===== src/sv/vgmcse_pkg.sv =====
// ----------------------------------------------------------------------------
// vgmcse_pkg
// Shared types and constants of the VGM command stream encoder.
// ----------------------------------------------------------------------------
package vgmcse_pkg;

  // Widths of the pending delay and of the sample counters.
  localparam int unsigned PendW   = 24;
  localparam int unsigned SampleW = 32;

  // Stream packing.
  localparam int unsigned InDataW  = 80;
  localparam int unsigned OutDataW = 72;

  // Wait, end and write command codes of the command stream.
  localparam logic [7:0] CmdWait      = 8'h61;
  localparam logic [7:0] CmdWaitShort = 8'h70;
  localparam logic [7:0] CmdEnd       = 8'h66;
  localparam logic [7:0] CmdWide      = 8'hE1;
  localparam logic [7:0] CmdShort     = 8'h54;

  localparam int unsigned FullWait     = 65535;
  localparam int unsigned ShortWaitMax = 16;
  localparam int unsigned Divisor      = 10;

  localparam int unsigned DefMaxFullWaits = 16;

  typedef enum logic [1:0] {
    KindWrite = 2'd0,
    KindDelay = 2'd1,
    KindLoop  = 2'd2,
    KindStop  = 2'd3
  } kind_e;

endpackage


===== src/sv/vgmcse_div10.sv =====
// ----------------------------------------------------------------------------
// vgmcse_div10
// Divider by ten through reciprocal multiplication: the quotient is registered
// on start and the remainder is registered from it while busy is high.
// ----------------------------------------------------------------------------
module vgmcse_div10 (
  input  logic                           clk_i,
  input  logic                           rst_ni,
  input  logic                           start_i,
  input  logic [vgmcse_pkg::PendW-1:0]   dividend_i,
  output logic                           busy_o,
  output logic [vgmcse_pkg::PendW-1:0]   quotient_o,
  output logic [3:0]                     remainder_o
);

  localparam int unsigned PendW = vgmcse_pkg::PendW;
  localparam int unsigned Shift = PendW + 4;
  localparam int unsigned ProdW = 2 * PendW + 1;
  localparam logic [PendW:0] Magic =
    (PendW + 1)'(((64'd1 << Shift) + 64'(vgmcse_pkg::Divisor) - 64'd1)
                 / 64'(vgmcse_pkg::Divisor));

  logic [ProdW-1:0] product;
  logic [PendW-1:0] quo_q;
  logic [3:0]       dvd_lo_q;
  logic [3:0]       rem_q;
  logic [3:0]       ten_lo;
  logic             busy_q;

  assign product = ProdW'(dividend_i) * ProdW'(Magic);

  // The remainder is below ten, so the low four bits of x - 10*q give it.
  assign ten_lo = {quo_q[0], 3'b000} + {quo_q[2:0], 1'b0};

  always_ff @(posedge clk_i or negedge rst_ni) begin
    if (!rst_ni) begin
      busy_q <= 1'b0;
    end else begin
      busy_q <= start_i;
    end
  end

  always_ff @(posedge clk_i) begin
    if (start_i) begin
      quo_q    <= PendW'(product >> Shift);
      dvd_lo_q <= dividend_i[3:0];
    end
    if (busy_q) begin
      rem_q <= dvd_lo_q - ten_lo;
    end
  end

  assign busy_o      = busy_q;
  assign quotient_o  = quo_q;
  assign remainder_o = rem_q;

endmodule


===== src/sv/vgm_command_stream_encoder_top.sv =====
// ----------------------------------------------------------------------------
// vgm_command_stream_encoder_top
// Encodes chip register writes and delays into a VGM command byte stream.
// ----------------------------------------------------------------------------
// A delay transaction is absorbed while idle and produces no output. A
// write, loop-mark or stop transaction first divides the pending delay by ten
// in a reciprocal divider, decides the flush in S_DECIDE, then emits one byte
// per cycle while the master side accepts it: each full wait is three bytes
// from a shared 65535 subtract-and-compare unit, the full-wait phase ends in
// a state that emits nothing, and the S_REM state also emits nothing when no
// remainder wait is sent. A loop mark sends no body bytes.
// The slave side is not ready until the item's last byte is loaded into the
// output register; tlast marks that byte, and tuser marks the end byte that
// carries the total and loop sample counts.
// ----------------------------------------------------------------------------
module vgm_command_stream_encoder_top #(
  parameter int unsigned MAX_FULL_WAITS = vgmcse_pkg::DefMaxFullWaits
) (
  input  logic                              clk_i,
  input  logic                              rst_ni,
  input  logic                              s_axis_tvalid_i,
  output logic                              s_axis_tready_o,
  // command[7:0], port[15:8], reg_req[31:16], value[47:32], delay_tenths[79:48]
  input  logic [vgmcse_pkg::InDataW-1:0]    s_axis_tdata_i,
  // kind[1:0]
  input  logic [1:0]                        s_axis_tuser_i,
  output logic                              m_axis_tvalid_o,
  input  logic                              m_axis_tready_i,
  // out_byte[7:0], total_samples[39:8], loop_samples[71:40]
  output logic [vgmcse_pkg::OutDataW-1:0]   m_axis_tdata_o,
  output logic                              m_axis_tlast_o,
  // end_of_stream
  output logic                              m_axis_tuser_o
);

  localparam int unsigned PendW   = vgmcse_pkg::PendW;
  localparam int unsigned SampleW = vgmcse_pkg::SampleW;
  localparam logic [PendW-1:0] MaxTenths =
    PendW'((MAX_FULL_WAITS * vgmcse_pkg::FullWait + vgmcse_pkg::FullWait - 1)
           * vgmcse_pkg::Divisor + vgmcse_pkg::Divisor - 1);

  typedef enum logic [5:0] {
    S_IDLE   = 6'b000001,
    S_DIV    = 6'b000010,
    S_DECIDE = 6'b000100,
    S_FULL   = 6'b001000,
    S_REM    = 6'b010000,
    S_BODY   = 6'b100000
  } state_e;

  state_e state_q, state_d;

  logic [PendW-1:0]   pending_q, pending_d;
  logic [SampleW-1:0] sample_total_q, sample_total_d;
  logic [SampleW-1:0] loop_start_q, loop_start_d;
  logic [PendW-1:0]   work_q, work_d;
  logic [2:0]         idx_q, idx_d;

  vgmcse_pkg::kind_e kind_q;
  logic [7:0]        cmd_q, port_q;
  logic [15:0]       reg_q, val_q;

  logic                out_valid_q;
  logic [7:0]          out_byte_q;
  logic                out_last_q, out_eos_q;
  logic [SampleW-1:0]  out_total_q, out_loop_q;

  logic               in_accept;
  vgmcse_pkg::kind_e  in_kind;
  logic [31:0]        in_delay;
  logic [31:0]        headroom;

  logic               div_start, div_busy;
  logic [PendW-1:0]   div_quo;
  logic [3:0]         div_rem;

  logic               can_emit, emit, emit_last, emit_eos;
  logic [7:0]         emit_byte;

  logic               did_flush;
  logic [SampleW-1:0] new_total;
  logic [PendW:0]     wait_diff;
  logic               has_full;
  logic [1:0]         rem_len;
  logic               rem_end;
  logic [2:0]         body_len;
  logic               body_end;
  logic [7:0]         body_byte;
  logic               is_loop;

  assign in_kind   = vgmcse_pkg::kind_e'(s_axis_tuser_i);
  assign in_delay  = s_axis_tdata_i[79:48];
  assign in_accept = s_axis_tvalid_i && s_axis_tready_o;
  assign s_axis_tready_o = (state_q == S_IDLE);
  assign headroom  = {8'd0, MaxTenths - pending_q};
  assign div_start = in_accept && (in_kind != vgmcse_pkg::KindDelay);
  assign can_emit  = !out_valid_q || m_axis_tready_i;
  assign is_loop   = (kind_q == vgmcse_pkg::KindLoop);

  vgmcse_div10 u_div (
    .clk_i       (clk_i),
    .rst_ni      (rst_ni),
    .start_i     (div_start),
    .dividend_i  (pending_q),
    .busy_o      (div_busy),
    .quotient_o  (div_quo),
    .remainder_o (div_rem)
  );

  assign did_flush = (div_quo >= PendW'(2));
  assign new_total = sample_total_q + SampleW'(div_quo);

  // Shared subtract-and-compare unit for the full 65535-sample waits.
  assign wait_diff = {1'b0, work_q} - (PendW + 1)'(vgmcse_pkg::FullWait);
  assign has_full  = !wait_diff[PendW];

  always_comb begin
    if (work_q > PendW'(vgmcse_pkg::ShortWaitMax)) begin
      rem_len = 2'd3;
    end else if (work_q != '0) begin
      rem_len = 2'd1;
    end else begin
      rem_len = 2'd0;
    end
  end
  assign rem_end = (idx_q == 3'(rem_len) - 3'd1);

  always_comb begin
    if (kind_q == vgmcse_pkg::KindStop) begin
      body_len = 3'd1;
    end else if (cmd_q == vgmcse_pkg::CmdWide) begin
      body_len = 3'd5;
    end else if (cmd_q == vgmcse_pkg::CmdShort) begin
      body_len = 3'd3;
    end else begin
      body_len = 3'd4;
    end
  end
  assign body_end = (idx_q == body_len - 3'd1);

  always_comb begin
    body_byte = cmd_q;
    if (kind_q == vgmcse_pkg::KindStop) begin
      body_byte = vgmcse_pkg::CmdEnd;
    end else if (cmd_q == vgmcse_pkg::CmdWide) begin
      case (idx_q)
        3'd0:    body_byte = cmd_q;
        3'd1:    body_byte = reg_q[15:8];
        3'd2:    body_byte = reg_q[7:0];
        3'd3:    body_byte = val_q[15:8];
        3'd4:    body_byte = val_q[7:0];
        default: body_byte = cmd_q;
      endcase
    end else if (cmd_q == vgmcse_pkg::CmdShort) begin
      case (idx_q)
        3'd0:    body_byte = cmd_q;
        3'd1:    body_byte = reg_q[7:0];
        3'd2:    body_byte = val_q[7:0];
        default: body_byte = cmd_q;
      endcase
    end else begin
      case (idx_q)
        3'd0:    body_byte = cmd_q;
        3'd1:    body_byte = port_q;
        3'd2:    body_byte = reg_q[7:0];
        3'd3:    body_byte = val_q[7:0];
        default: body_byte = cmd_q;
      endcase
    end
  end

  always_comb begin
    state_d        = state_q;
    pending_d      = pending_q;
    sample_total_d = sample_total_q;
    loop_start_d   = loop_start_q;
    work_d         = work_q;
    idx_d          = idx_q;
    emit           = 1'b0;
    emit_byte      = vgmcse_pkg::CmdWait;
    emit_last      = 1'b0;
    emit_eos       = 1'b0;

    case (state_q)
      S_IDLE: begin
        if (in_accept) begin
          if (in_kind == vgmcse_pkg::KindDelay) begin
            if (in_delay >= headroom) begin
              pending_d = MaxTenths;
            end else begin
              pending_d = pending_q + in_delay[PendW-1:0];
            end
          end else begin
            state_d = S_DIV;
          end
        end
      end
      S_DIV: begin
        if (!div_busy) begin
          state_d = S_DECIDE;
        end
      end
      S_DECIDE: begin
        idx_d   = '0;
        state_d = S_FULL;
        if (did_flush) begin
          sample_total_d = new_total;
          work_d         = div_quo;
          pending_d      = (kind_q == vgmcse_pkg::KindStop) ? '0 : PendW'(div_rem);
        end else begin
          work_d = '0;
        end
        if (is_loop) begin
          loop_start_d = did_flush ? new_total : sample_total_q;
        end
      end
      S_FULL: begin
        if (!has_full) begin
          state_d = S_REM;
        end else if (can_emit) begin
          emit = 1'b1;
          emit_byte = (idx_q == 3'd0) ? vgmcse_pkg::CmdWait : 8'hFF;
          emit_last = is_loop && (idx_q == 3'd2) && (wait_diff[PendW-1:0] == '0);
          if (idx_q == 3'd2) begin
            idx_d  = '0;
            work_d = wait_diff[PendW-1:0];
          end else begin
            idx_d = idx_q + 3'd1;
          end
        end
      end
      S_REM: begin
        if (rem_len == 2'd0) begin
          state_d = is_loop ? S_IDLE : S_BODY;
        end else if (can_emit) begin
          emit = 1'b1;
          if (rem_len == 2'd1) begin
            emit_byte = 8'(vgmcse_pkg::CmdWaitShort + work_q[7:0] - 8'd1);
          end else begin
            case (idx_q)
              3'd0:    emit_byte = vgmcse_pkg::CmdWait;
              3'd1:    emit_byte = work_q[7:0];
              3'd2:    emit_byte = work_q[15:8];
              default: emit_byte = vgmcse_pkg::CmdWait;
            endcase
          end
          emit_last = is_loop && rem_end;
          if (rem_end) begin
            idx_d   = '0;
            state_d = is_loop ? S_IDLE : S_BODY;
          end else begin
            idx_d = idx_q + 3'd1;
          end
        end
      end
      S_BODY: begin
        if (can_emit) begin
          emit      = 1'b1;
          emit_byte = body_byte;
          emit_last = body_end;
          emit_eos  = (kind_q == vgmcse_pkg::KindStop);
          if (body_end) begin
            idx_d   = '0;
            state_d = S_IDLE;
          end else begin
            idx_d = idx_q + 3'd1;
          end
        end
      end
      default: begin
        state_d = S_IDLE;
      end
    endcase
  end

  always_ff @(posedge clk_i or negedge rst_ni) begin
    if (!rst_ni) begin
      state_q        <= S_IDLE;
      pending_q      <= '0;
      sample_total_q <= '0;
      loop_start_q   <= '0;
      idx_q          <= '0;
      out_valid_q    <= 1'b0;
    end else begin
      state_q        <= state_d;
      pending_q      <= pending_d;
      sample_total_q <= sample_total_d;
      loop_start_q   <= loop_start_d;
      idx_q          <= idx_d;
      if (emit) begin
        out_valid_q <= 1'b1;
      end else if (m_axis_tready_i) begin
        out_valid_q <= 1'b0;
      end
    end
  end

  always_ff @(posedge clk_i) begin
    work_q <= work_d;
    if (in_accept) begin
      kind_q <= in_kind;
      cmd_q  <= s_axis_tdata_i[7:0];
      port_q <= s_axis_tdata_i[15:8];
      reg_q  <= s_axis_tdata_i[31:16];
      val_q  <= s_axis_tdata_i[47:32];
    end
    if (emit) begin
      out_byte_q  <= emit_byte;
      out_last_q  <= emit_last;
      out_eos_q   <= emit_eos;
      out_total_q <= emit_eos ? sample_total_q : '0;
      if (emit_eos && (loop_start_q != '0)) begin
        out_loop_q <= sample_total_q - loop_start_q;
      end else begin
        out_loop_q <= '0;
      end
    end
  end

  assign m_axis_tvalid_o = out_valid_q;
  assign m_axis_tdata_o  = {out_loop_q, out_total_q, out_byte_q};
  assign m_axis_tlast_o  = out_last_q;
  assign m_axis_tuser_o  = out_eos_q;

  // The pending delay never climbs past the saturation point.
  a_pending_sat : assert property (@(posedge clk_i) disable iff (!rst_ni)
    pending_q <= MaxTenths)
    else $error("pending delay above saturation");

  // The end byte is always the last byte of its item and carries the end code.
  a_end_byte : assert property (@(posedge clk_i) disable iff (!rst_ni)
    (m_axis_tvalid_o && m_axis_tuser_o) |->
      (m_axis_tlast_o && (m_axis_tdata_o[7:0] == vgmcse_pkg::CmdEnd)))
    else $error("end byte malformed");

  // A flush never starts with a wait the full-wait bound cannot cover.
  a_flush_bound : assert property (@(posedge clk_i) disable iff (!rst_ni)
    (state_q == S_DECIDE) |=>
      (work_q <= PendW'((MAX_FULL_WAITS + 1) * vgmcse_pkg::FullWait - 1)))
    else $error("flush exceeds full-wait bound");

  // No byte is produced while the divider is still working.
  a_no_emit_div : assert property (@(posedge clk_i) disable iff (!rst_ni)
    div_busy |-> !emit)
    else $error("byte emitted during division");

endmodule

===== config.mk =====
export PLATFORM = sky130hd
export DESIGN_NAME = vgm_command_stream_encoder_top
export DESIGN_NICKNAME = d
export VERILOG_FILES = /design/src/sv/vgmcse_pkg.sv /design/src/sv/vgmcse_div10.sv /design/src/sv/vgm_command_stream_encoder_top.sv
export SDC_FILE = /design/constraint.sdc
export NUM_CORES = 1
export LEC_CHECK = 0
export BUFFER_PORTS_ARGS = -buffer_cell sky130_fd_sc_hd__buf_2
export CAP_MARGIN = 10
export CORE_ASPECT_RATIO = 0.8
export CORE_UTILIZATION = 55
export CTS_BUF_LIST = sky130_fd_sc_hd__clkbuf_4
export DETAILED_ROUTE_END_ITERATION = 12
export GPL_ROUTABILITY_DRIVEN = 0
export PLACE_DENSITY_LB_ADDON = 0.15
export SETUP_SLACK_MARGIN = 0.3
export SYNTH_ARGS = -nofsm -noshare
export SYNTH_HDL_FRONTEND = slang
export SYNTH_SLANG_ARGS = --single-unit
export TNS_END_PERCENT = 10

===== constraint.sdc =====
create_clock -name clk_i -period 6.99 [get_ports clk_i]
set_clock_uncertainty 0.05 [all_clocks]
set_input_delay 0.3495 -clock clk_i [delete_from_list [all_inputs] [get_ports clk_i]]
set_output_delay 0.3495 -clock clk_i [all_outputs]
set_load 0.01 [all_outputs]

### Word level (Yosys, flattened, before mapping)

Index checks and enable logic that the tools add are counted.

* register bits after elaboration: 276
* latch bits: 0
* bits in writable memories: 0
* memory bits (read-only): 0
* input bits: 86
* output and inout bits: 76
* logic and storage cells: 159
* memories kept: 0

* $add $sub $neg: 12
* $mul: 1
* divide/modulo/power cells: 0
* $lt $le $gt $ge: 3
* equality and inequality tests: 34
* shift operators: 0
* muxes and demuxes: 66
* bitwise operators: 0
* reduce and logical (&&, ||, !) cells: 22

Operators with widths (count)
* 24-bit 2-to-1 mux: 7
* 24-bit one-hot mux with 2 select lines: 2
* 8-bit 2-to-1 mux: 10
* 6-bit 2-to-1 mux: 10
* 24-bit by 24-bit multiplier with 48-bit output, second input constant: 1
* 8-bit one-hot mux with 3 select lines: 2
* 6-bit one-hot mux with 6 select lines: 1
* 3-bit 2-to-1 mux: 11
* 32-bit by 21-bit adder with 32-bit output: 1
* 32-bit by 24-bit greater-or-equal comparator with 1-bit output: 1
* 32-bit 2-to-1 mux: 1
* 8-bit one-hot mux with 2 select lines: 2
* 8-bit one-hot mux with 4 select lines: 1
* 32-bit nonzero test: 1
* 32-bit subtractor: 1
* 24-bit by 16-bit subtractor with 25-bit output, second input constant: 1
* 24-bit adder: 1
* 24-bit by 5-bit > comparator with 1-bit output, second input constant: 1
* 24-bit logical NOT: 1
* 24-bit nonzero test: 1
* 24-bit subtractor, first input constant: 1
* 2-bit != test, second input constant: 11
* 21-bit by 2-bit greater-or-equal comparator with 1-bit output, second input constant: 1
* 21-bit 2-to-1 mux: 1
* 39 further kinds: 67

### Logic depth before layout (Yosys ltp)

Gate-level depths: netlist of the first run.

* word-level depth: 9
* gate-level depth with buffers: 25
* mapped depth without buffers: 25

### Hierarchy

From an unflattened synthesis of the first run, not the netlist that was laid out.

* cell total of the unflattened synthesis: 2870
* area total of the unflattened synthesis: 27684.1 um^2

By module, submodules not included
* vgm_command_stream_encoder_top: instances 1, cells an instance 1728, area each 16124.2 um^2, sequential area each 6897.9 um^2
* vgmcse_div10: instances 1, cells an instance 1142, area each 11559.8 um^2, sequential area each 895.9 um^2

### Least setup slack after synthesis of the first run

Ideal clock, no wire load.

* path kind: register -> register
* start point: reg pending_q[13]
* end point: reg u_div.quo_q[12], in the netlist u_div.quotient_o[12], data pin
* setup time: 0.259 ns
* data arrival time: 6.146 ns
* required time: 6.681 ns
* setup slack: 0.535 ns
* cell stages (with the launch flop): 22
* path buffers: 0
* period minus slack after synthesis: 6.455 ns
* path through: dfrtp_1 > ha_1 > fa_1 > inv_1 > fa_1 > fa_1 > inv_1 > fa_1 > fa_1 > inv_1 > fa_1 > inv_1 > ha_1 > a211o_1 > a21oi_1 > o21ai_1 > or2_1 > o21a_1 > a211oi_1 > nor2_1 > o31a_1 > xor2_1

* longest elaborated chain between the ends: 1

Ends and longest elaborated chain
* start, declared: RTL line vgm_command_stream_encoder_top.sv:53 `logic [PendW-1:0] pending_q, pending_d;`
* start signal, assigned: RTL line vgm_command_stream_encoder_top.sv:286 `pending_q <= pending_d;`
* 24-bit by 24-bit multiplier with 48-bit output: RTL line vgmcse_div10.sv:30 `assign product = ProdW'(dividend_i) * ProdW'(Magic);`
* net u_div.product[40]: RTL line vgmcse_div10.sv:23 `logic [ProdW-1:0] product;`
* end signal, assigned: RTL line vgmcse_div10.sv:45 `quo_q <= PendW'(product >> Shift);`
* end, declared: RTL line vgmcse_div10.sv:24 `logic [PendW-1:0] quo_q;`

The timed path passes the listed nets, and every way through them passes these cells.
A chain may end at the register's enable or synchronous reset.

### Worst setup path in the final report of the first run

* start point: reg pending_q[5]
* end point: reg u_div.quo_q[20], in the netlist u_div.quotient_o[20], data pin

Same word-level chain as after synthesis.

==> results of run 1 <==
synth_stat cells (60+ instances only):
cell	instances
sky130_fd_sc_hd__a21o_1	60
sky130_fd_sc_hd__a21oi_1	153
sky130_fd_sc_hd__clkbuf_1	70
sky130_fd_sc_hd__dfrtp_1	98
sky130_fd_sc_hd__edfxtp_1	177
sky130_fd_sc_hd__fa_1	211
sky130_fd_sc_hd__ha_1	395
sky130_fd_sc_hd__inv_1	413
sky130_fd_sc_hd__nand2_1	219
sky130_fd_sc_hd__nor2_1	139
sky130_fd_sc_hd__o21ai_0	84
sky130_fd_sc_hd__o21ai_1	60
sky130_fd_sc_hd__xnor2_1	101
sky130_fd_sc_hd__xor2_1	74
area by class of cell:
class,count,share of cell area
Antenna cell,3,0.0002414
Clock buffer,114,0.02751
Clock inverter,21,0.004545
Inverter,414,0.05008
Multi-Input combinational cell,2023,0.5783
Sequential cell,276,0.2511
Tap cell,666,0.02679
Timing Repair Buffer,286,0.06146
final timing paths:
| check | startpoint | endpoint | slack, ns | cells past startpoint |
|---|---|---|---|---|
| setup / recovery | pending_q[5]$_DFFE_PN0P_ | u_div.quotient_o[20]$_DFFE_PP_ | 0.40 | 21 |
| hold / removal | s_axis_tdata_i[66] | pending_q[18]$_DFFE_PN0P_ | 0.06 | 4 |
| setup reg to reg | pending_q[5]$_DFFE_PN0P_ | u_div.quotient_o[20]$_DFFE_PP_ | 0.40 | 21 |
| hold reg to reg | loop_start_q[13]$_DFFE_PN0P_ | loop_start_q[13]$_DFFE_PN0P_ | 0.48 | 2 |
| max in group asynchronous | rst_ni | sample_total_q[26]$_DFFE_PN0P_ | 5.51 | 3 |
| min in group asynchronous | rst_ni | idx_q[2]$_DFFE_PN0P_ | 0.07 | 2 |
worst register-to-register path, stage by stage (launching register included):
cell                         delay (ns)
sky130_fd_sc_hd__dfrtp_2           0.42
sky130_fd_sc_hd__clkinvlp_4        0.18
sky130_fd_sc_hd__ha_4              0.33
sky130_fd_sc_hd__inv_1             0.12
sky130_fd_sc_hd__ha_1              0.23
sky130_fd_sc_hd__or2_2             0.32
sky130_fd_sc_hd__fa_1              0.51
sky130_fd_sc_hd__fa_1              0.55
sky130_fd_sc_hd__fa_1              0.52
sky130_fd_sc_hd__fa_1              0.54
sky130_fd_sc_hd__inv_1             0.05
sky130_fd_sc_hd__fa_1              0.52
sky130_fd_sc_hd__inv_1             0.04
sky130_fd_sc_hd__ha_1              0.34
sky130_fd_sc_hd__and4_1            0.24
sky130_fd_sc_hd__nand2_1           0.13
sky130_fd_sc_hd__nor3_4            0.25
sky130_fd_sc_hd__a311o_1           0.35
sky130_fd_sc_hd__nand2_1           0.15
sky130_fd_sc_hd__o211ai_1          0.29
sky130_fd_sc_hd__a21oi_1           0.13
sky130_fd_sc_hd__xnor2_1           0.13
what timing repair did:
item	in CTS	in global routing
gates resized for setup	8	53
hold endpoints to repair	96	0
setup buffers	0	10
hold buffers	56	0
pin swaps	2	4
setup endpoints to repair	6	11
cells by family (layout without fill, tap and decap cells):
group                      count (synthesis)  after routing  synth area share
other                                      0              3                 0
DFF                                      276            276            0.2849
and+or+nand+nor                          655            655            0.1172
adders and majority gates                606            606            0.3351
muxes                                      8              8          0.003065
xor gates and xnor gates                 175            175           0.05604
buffers and inverters                    493            835           0.06821
AOI/OAI and AO/OA                        579            579            0.1355
routing by layer:
layer / share of wire / track usage
met1: 0.45 / 0.4425
met2: 0.43 / 0.4719
met3: 0.093 / 0.08279
met4: 0.031 / 0.1043
met5: 0.00074 / 0
registers in the layout, indices dropped and copies added, names as in the netlist, 6 cells and up:
name and cells:
state_q 6, out_total_q 32, port_q 8, out_byte_q 8
out_loop_q 32, loop_start_q 32, work_q 24, reg_q 16
u_div.quotient_o 21, sample_total_q 32, cmd_q 8, pending_q 24
val_q 16
through the flow:
step / cells / utilization / worst slack [ns] / hold slack [ns] / area, µm²
global route: 3802 / 0.6382 / 0.1971 / 0.03477 / 31100
detailed placement: 3599 / 0.5985 / 0.1377 / 0.3731 / 29170
floorplan: 2792 / - / 0.5351 / 0.003909 / 27350
global placement: 3599 / 0.5985 / 0.2357 / 0.3762 / 29170
CTS: 3790 / 0.6313 / 0.2826 / 0.007236 / 30770
finish: 3803 / 0.6382 / 0.4023 / 0.06356 / 31100
cells in the final DEF, fill, tap and decap left out, types with 12 or more instances in the layout:
| cell | netlist | final |
|---|---|---|
| sky130_fd_sc_hd__buf_2 | 3 | 160 |
| sky130_fd_sc_hd__inv_1 | 413 | 409 |
| sky130_fd_sc_hd__a22oi_1 | 19 | 19 |
| sky130_fd_sc_hd__edfxtp_1 | 177 | 177 |
| sky130_fd_sc_hd__nand2_1 | 219 | 219 |
| sky130_fd_sc_hd__o21ai_0 | 84 | 82 |
| sky130_fd_sc_hd__nand3b_1 | 12 | 12 |
| sky130_fd_sc_hd__clkbuf_4 | 0 | 114 |
| sky130_fd_sc_hd__buf_4 | 1 | 68 |
| sky130_fd_sc_hd__nor4_1 | 27 | 27 |
| sky130_fd_sc_hd__nor3_1 | 43 | 42 |
| sky130_fd_sc_hd__xnor2_1 | 101 | 100 |
| sky130_fd_sc_hd__nand3_1 | 41 | 40 |
| sky130_fd_sc_hd__o21a_1 | 16 | 16 |
| sky130_fd_sc_hd__dfrtp_2 | 0 | 13 |
| sky130_fd_sc_hd__a31oi_1 | 30 | 29 |
| sky130_fd_sc_hd__o21bai_1 | 14 | 14 |
| sky130_fd_sc_hd__ha_1 | 395 | 377 |
| sky130_fd_sc_hd__a21o_1 | 60 | 60 |
| sky130_fd_sc_hd__and2_1 | 43 | 43 |
| sky130_fd_sc_hd__a21oi_1 | 153 | 151 |
| sky130_fd_sc_hd__nand2b_1 | 22 | 22 |
| sky130_fd_sc_hd__dlygate4sd3_1 | 0 | 56 |
| sky130_fd_sc_hd__dfrtp_1 | 98 | 85 |
| sky130_fd_sc_hd__nand4_1 | 27 | 27 |
| sky130_fd_sc_hd__o211ai_1 | 14 | 14 |
| sky130_fd_sc_hd__nor2b_1 | 19 | 17 |
| sky130_fd_sc_hd__xor2_1 | 74 | 70 |
| sky130_fd_sc_hd__clkinv_1 | 0 | 14 |
| sky130_fd_sc_hd__and3_1 | 22 | 22 |
| sky130_fd_sc_hd__o21ai_1 | 60 | 60 |
| sky130_fd_sc_hd__a211oi_1 | 24 | 21 |
| sky130_fd_sc_hd__fa_1 | 211 | 211 |
| sky130_fd_sc_hd__nor2_1 | 139 | 135 |
==> results.py, run 1 <==
metrics = {
    "outcome": {
        "run_status": "finished clean",
    },
    "cts": {
        "clkLatencyLatePin_ns": 0.82,
        "ctsRootBufferMaster": "sky130_fd_sc_hd__clkbuf_4",
        "cts.sinks": 276,
        "cts_tree": "yes",
        "path_clk_slew_ns": 0.07,
        "cts-root-to-sink-buffers": 3,
        "cts_max_level": 3,
        "cts_buffers": 75,
    },
    "finish": {
        "multiInputGateArea_mm2": 0.01799,
        "drive_above_1_share": 0.1366,
        "area.growth.synth_to_final_pct": 13.72,
        "total_number_of_nets_in_the_final_design": 3768,
        "fillCellCount": 3972,
        "register_area_mm2": 0.007810,
    },
    "logic_synthesis": {
        "synth-edff-count": 177,
        "synthesis.yosys.warnings": 0,
        "syn-instance-count": 2792,
        "mappedNetlistNets": 3484,
        "yosys-top-cells-area": "sky130_fd_sc_hd__edfxtp_1, sky130_fd_sc_hd__ha_1, sky130_fd_sc_hd__fa_1",
        "synthesis.area_per_instance_um2": 9.796,
        "synth_top_area_share": 0.1943,
        "syn_area_mm2": 0.02735,
        "synthArstFlopShare": 0.3587,
        "yosysSeqAreaShare": 0.2849,
        "yosys.cell_types.count": 86,
        "yosys_register_bits": 276,
        "postSynth.topFlopCell": "sky130_fd_sc_hd__edfxtp_1",
        "yosys.area.top_type": "sky130_fd_sc_hd__edfxtp_1",
    },
    "routing": {
        "drc_violations": 0,
        "vias_per_cell": 5.794,
        "routedWlPerCell_um": 20.34,
        "wl_um": 77360,
        "number_of_design_rule_violations_left_by_the_first_detailed_router_iteration": 2142,
        "antenna_left": 0,
        "dr.pass1.iters": 7,
        "vias": 22040,
    },
    "placement": {
        "numPortBuffers": 161,
        "post-dp-hpwl_um": 60830,
    },
    "setup_path": {
        "cp_top_family": "adder cells",
        "worst-setup-path-type": "reg -> reg",
        "critPathSlowestCell": "sky130_fd_sc_hd__fa_1",
        "critPathMostFrequentCell": "sky130_fd_sc_hd__fa_1",
        "critPathArrivalTime_ns": 7.11,
        "max_stage_delay_ns": 0.55,
        "cp-start-kind": "flip-flop",
        "path_buf_inv": 4,
        "worstSetupEndpointType": "flip-flop",
        "worstPathCellList": "clkinvlp_4 -> ha_4 -> inv_1 -> ha_1 -> or2_2 -> fa_1 -> fa_1 -> fa_1 -> fa_1 -> inv_1 -> fa_1 -> inv_1 -> ha_1 -> and4_1 -> nand2_1 -> nor3_4 -> a311o_1 -> nand2_1 -> o211ai_1 -> a21oi_1 -> xnor2_1",
        "critical_path_peak_fanout": 5,
        "worst-endpoint-required_ns": 7.51,
    },
    "floorplan": {
        "die_x_um": 251.3,
        "fp.dieArea_mm2": 0.05063,
        "core_region_mm2": 0.04874,
        "initial_core_util": 0.5612,
        "die-height_um": 201.5,
        "io-pin-count": 162,
        "placement_rows": 72,
    },
    "grt": {
        "grt_start_max_net_pins": 73,
        "first_global_vias": 22540,
        "grt_overflow": 0,
        "grt_antenna_before_repair": 8,
        "wire_length_of_the_first_global_routing_pass_um": 123400,
        "grt_usage": 0.3147,
    },
    "flow_run": {
        "max_cap_violations": 0,
    },
    "min_path": {
        "holdCritPathClass": "in -> reg",
    },
    "sta": {
        "transition_time_at_the_pin_with_the_least_slew_margin_ns": 1.057,
        "totalNegativeSetupSlack_ns": 0,
        "rsz_0062_raised_after_global_routing": "true",
        "report.final.hold_viol_count": 0,
        "min_period_ns": 6.588,
        "final_clock_period_utilization_by_the_worst_path": 0.9424,
        "finalSetupViolations": 0,
        "timing.max_slew.rel_slack": 0.2928,
        "drv_slew": 0,
        "max_clock_freq_mhz": 151.8,
    },
}
Power of run 1 is left out: the tool's default activity adds up to more than one toggle a clock period on the data nets, which glitch-free logic cannot reach.
==> run 2, diff against run 1 <==
Settings changed: ABC_AREA set to 1.
==> run 2 against run 1 <==
  * Sequential share of layout area decreased by 1.6 points
  * Clock-buffer cell count did not move
  * Via count increased by 18%
  * Hold slack better by 0.0094 ns
  * Critical path type unchanged
  * Sequential cell count did not move
  * Final cell count increased by 23%
  * Highest routed layer unchanged
  * Largest cell class unchanged
  * Design area increased by 6.5%
  * Global-route usage rose by 0.36 points
==> results.py, run 2 <==
metrics = {
    "setup_path": {
        "cp-start-kind": "flip-flop",
        "worst_r2r_endpoint": "u_div.quotient_o[14]$_DFFE_PP_",
        "worstSetupEndpoint": "u_div.quotient_o[14]$_DFFE_PP_",
        "max_stage_delay_ns": 0.59,
        "critPathArrivalTime_ns": 6.95,
        "cp_top_family": "adder cells",
        "worstPathCellList": "ha_1 -> xor2_1 -> ha_1 -> or2_2 -> fa_1 -> fa_1 -> fa_1 -> fa_1 -> inv_1 -> fa_1 -> inv_1 -> ha_1 -> a21oi_1 -> o21ai_0 -> a21oi_1 -> nor2_1 -> nor3_1 -> and2_1 -> o21ai_0 -> nand2_1 -> nand2_1",
        "critPathMostFrequentCell": "sky130_fd_sc_hd__fa_1",
        "worst-setup-path-type": "reg -> reg",
        "crit_path_start": "pending_q[1]$_DFFE_PN0P_",
        "crit_cells": 21,
        "worstReg2RegStart": "pending_q[1]$_DFFE_PN0P_",
        "worst-endpoint-required_ns": 7.53,
        "critical_path_peak_fanout": 10,
        "worstRegToRegCells": 21,
        "critPathSlowestCell": "sky130_fd_sc_hd__dfrtp_1",
        "rrSetupSlack_ns": 0.59,
        "path_buf_inv": 2,
        "worstSetupEndpointType": "flip-flop",
    },
    "sta": {
        "final_clock_period_utilization_by_the_worst_path": 0.9160,
        "report.final.hold_viol_count": 0,
        "transition_time_at_the_pin_with_the_least_slew_margin_ns": 1.075,
        "drv_slew": 0,
        "totalNegativeSetupSlack_ns": 0,
        "max_clock_freq_mhz": 156.2,
        "timing.max_slew.rel_slack": 0.2836,
        "min_period_ns": 6.403,
        "finalSetupViolations": 0,
        "rsz_0062_raised_after_global_routing": "true",
    },
    "placement": {
        "placedInstanceArea_mm2": 0.03138,
        "post-dp-hpwl_um": 69700,
        "numPortBuffers": 161,
    },
    "logic_synthesis": {
        "synth-edff-count": 177,
        "syn-instance-count": 3603,
        "synthesis.yosys.warnings": 0,
        "postSynth.topFlopCell": "sky130_fd_sc_hd__edfxtp_1",
        "synthesis.area_per_instance_um2": 8.231,
        "yosys_register_bits": 276,
        "yosys.area.top_type": "sky130_fd_sc_hd__edfxtp_1",
        "synth_most_common_cell": "sky130_fd_sc_hd__nand2_1",
        "mappedNetlistNets": 4295,
        "synth_top_area_share": 0.1792,
        "synthArstFlopShare": 0.3587,
        "yosysSeqAreaShare": 0.2628,
        "yosys-top-cells-area": "sky130_fd_sc_hd__edfxtp_1, sky130_fd_sc_hd__ha_1, sky130_fd_sc_hd__fa_1",
        "syn_area_mm2": 0.02966,
        "synth.cells.most_frequent": "sky130_fd_sc_hd__nand2_1, sky130_fd_sc_hd__inv_1, sky130_fd_sc_hd__ha_1",
        "yosys.cell_types.count": 62,
    },
    "cts": {
        "ctsRootBufferMaster": "sky130_fd_sc_hd__clkbuf_4",
        "cts_max_level": 3,
        "clkLatencyLatePin_ns": 0.86,
        "cts-root-to-sink-buffers": 3,
        "path_clk_slew_ns": 0.07,
        "cts_buffers": 78,
        "cts_tree": "yes",
        "cts.sinks": 276,
    },
    "finish": {
        "fillCellCount": 4748,
        "area.growth.synth_to_final_pct": 11.69,
        "total_number_of_nets_in_the_final_design": 4595,
        "drive_above_1_share": 0.1092,
        "most_frequent_cells_in_the_layout": "sky130_fd_sc_hd__nand2_1, sky130_fd_sc_hd__inv_1, sky130_fd_sc_hd__ha_1, sky130_fd_sc_hd__nor2_1, sky130_fd_sc_hd__o21ai_0",
        "final_area_mm2": 0.03313,
        "final_common_cell": "sky130_fd_sc_hd__nand2_1",
    },
    "floorplan": {
        "fp.dieArea_mm2": 0.05486,
        "die_x_um": 261.6,
        "core_region_mm2": 0.05283,
        "placement_rows": 75,
        "initial_core_util": 0.5613,
        "io-pin-count": 162,
        "die-height_um": 209.7,
    },
    "grt": {
        "groute.layer.met2.usage": 0.4414,
        "grt_start_max_net_pins": 66,
        "wire_length_of_the_first_global_routing_pass_um": 135000,
        "globalRouteMet1Util": 0.4797,
        "first_global_vias": 24430,
        "grt_overflow": 0,
        "gr-usage-met3": 0.09795,
        "grt_usage": 0.3183,
        "grt_antenna_before_repair": 6,
        "globalRoute.busiestLayer": "met1",
    },
    "routing": {
        "number_of_design_rule_violations_left_by_the_first_detailed_router_iteration": 2624,
        "dr.pass1.iters": 6,
        "drc_violations": 0,
        "vias": 26020,
        "vias_per_cell": 5.578,
        "wl_um": 86870,
        "antenna_left": 0,
        "routedWlPerCell_um": 18.63,
    },
    "min_path": {
        "holdCritPathClass": "in -> reg",
    },
    "outcome": {
        "run_status": "finished clean",
    },
    "flow_run": {
        "max_cap_violations": 0,
    },
}
## run 2: changes by cell type in the layout (fill, tap and decap cells not counted), moves of 20 or more
cell	before	now
sky130_fd_sc_hd__nand2_1	219	731
sky130_fd_sc_hd__inv_1	409	658
sky130_fd_sc_hd__nor2_1	135	268
sky130_fd_sc_hd__o21ai_0	82	212
sky130_fd_sc_hd__nand3_1	40	169
sky130_fd_sc_hd__xnor2_1	100	26
sky130_fd_sc_hd__o21ai_1	60	16
sky130_fd_sc_hd__and2_1	43	2
sky130_fd_sc_hd__a21o_1	60	24
sky130_fd_sc_hd__buf_4	68	39
sky130_fd_sc_hd__nand2b_1	22	0
sky130_fd_sc_hd__a21oi_1	151	172
sky130_fd_sc_hd__a21oi_2	3	23
## run 2: worst reg2reg max path, cell delays in order, from the launching register on
cell and delay (ns):
sky130_fd_sc_hd__dfrtp_1 0.59, sky130_fd_sc_hd__ha_1 0.41, sky130_fd_sc_hd__xor2_1 0.21, sky130_fd_sc_hd__ha_1 0.20, sky130_fd_sc_hd__or2_2 0.31, sky130_fd_sc_hd__fa_1 0.52, sky130_fd_sc_hd__fa_1 0.54, sky130_fd_sc_hd__fa_1 0.52
sky130_fd_sc_hd__fa_1 0.55, sky130_fd_sc_hd__inv_1 0.06, sky130_fd_sc_hd__fa_1 0.54, sky130_fd_sc_hd__inv_1 0.04, sky130_fd_sc_hd__ha_1 0.20, sky130_fd_sc_hd__a21oi_1 0.19, sky130_fd_sc_hd__o21ai_0 0.19, sky130_fd_sc_hd__a21oi_1 0.30
sky130_fd_sc_hd__nor2_1 0.08, sky130_fd_sc_hd__nor3_1 0.24, sky130_fd_sc_hd__and2_1 0.20, sky130_fd_sc_hd__o21ai_0 0.09, sky130_fd_sc_hd__nand2_1 0.06, sky130_fd_sc_hd__nand2_1 0.04
## run 2: cell families (layout without fill, tap and decap cells)
| kind of cell | count (synthesis) | after routing | share of synthesized area |
|---|---|---|---|
| simple gates | 1335 | 1335 | 0.1929 |
| buf+inv | 715 | 1078 | 0.09324 |
| fa+ha+maj | 606 | 606 | 0.3091 |
| compound gates | 559 | 559 | 0.1089 |
| flops | 276 | 276 | 0.2628 |
| xor+xnor | 112 | 112 | 0.03308 |
| other cells | 0 | 5 | 0 |
## run 2: final cells by class
type | instances | area [µm²] | share of cell area
Sequential cell | 276 | 7799 | 0.2354
Clock buffer | 114 | 855.8 | 0.02584
Clock inverter | 29 | 188.9 | 0.005703
Multi-Input combinational cell | 2612 | 19130 | 0.5776
Tap cell | 693 | 867.1 | 0.02618
Inverter | 672 | 2525 | 0.07622
Antenna cell | 5 | 12.51 | 0.0003777
Timing Repair Buffer | 263 | 1744 | 0.05265
## run 2: through the flow
stage | hold slack, ns | setup slack (ns) | util | cells
after floorplan | 0.003909 | 1.144 | - | 3603
after global placement | 0.3331 | 0.5129 | 0.5939 | 4448
after detailed placement | 0.3368 | 0.5421 | 0.5939 | 4448
after CTS | 0.002154 | 0.5001 | 0.6260 | 4655
after global routing | 0.07204 | 0.2859 | 0.6270 | 4663
final | 0.07298 | 0.5871 | 0.6270 | 4664
## run 2: per-layer routing
metal / wire length [µm] / share of wire
met5: 26 / 0.00030
met4: 1497 / 0.017
met3: 9937 / 0.11
met2: 35770 / 0.41
met1: 39640 / 0.46
## run 2: timing repair
action                                 CTS  global route
gates resized for setup                  0             5
endpoints found under the hold margin   95             0
setup endpoints to repair                0            12
hold buffers                            64             0
buffers inserted                         0             4
## run 2: worst min path at each step
| stage | from | end | cells past startpoint |
|---|---|---|---|
| 2_1_floorplan | rst_ni | idx_q[0]$_DFFE_PN0P_ | 0 |
| 3_3_place_gp | rst_ni | idx_q[2]$_DFFE_PN0P_ | 1 |
| 3_5_place_dp | rst_ni | idx_q[2]$_DFFE_PN0P_ | 1 |
| 4_1_cts | s_axis_tdata_i[59] | pending_q[11]$_DFFE_PN0P_ | 5 |
| 5_1_grt | s_axis_tdata_i[53] | pending_q[5]$_DFFE_PN0P_ | 4 |
| 6_report | s_axis_tdata_i[62] | pending_q[14]$_DFFE_PN0P_ | 5 |
Power of run 2 is left out for the same reason.
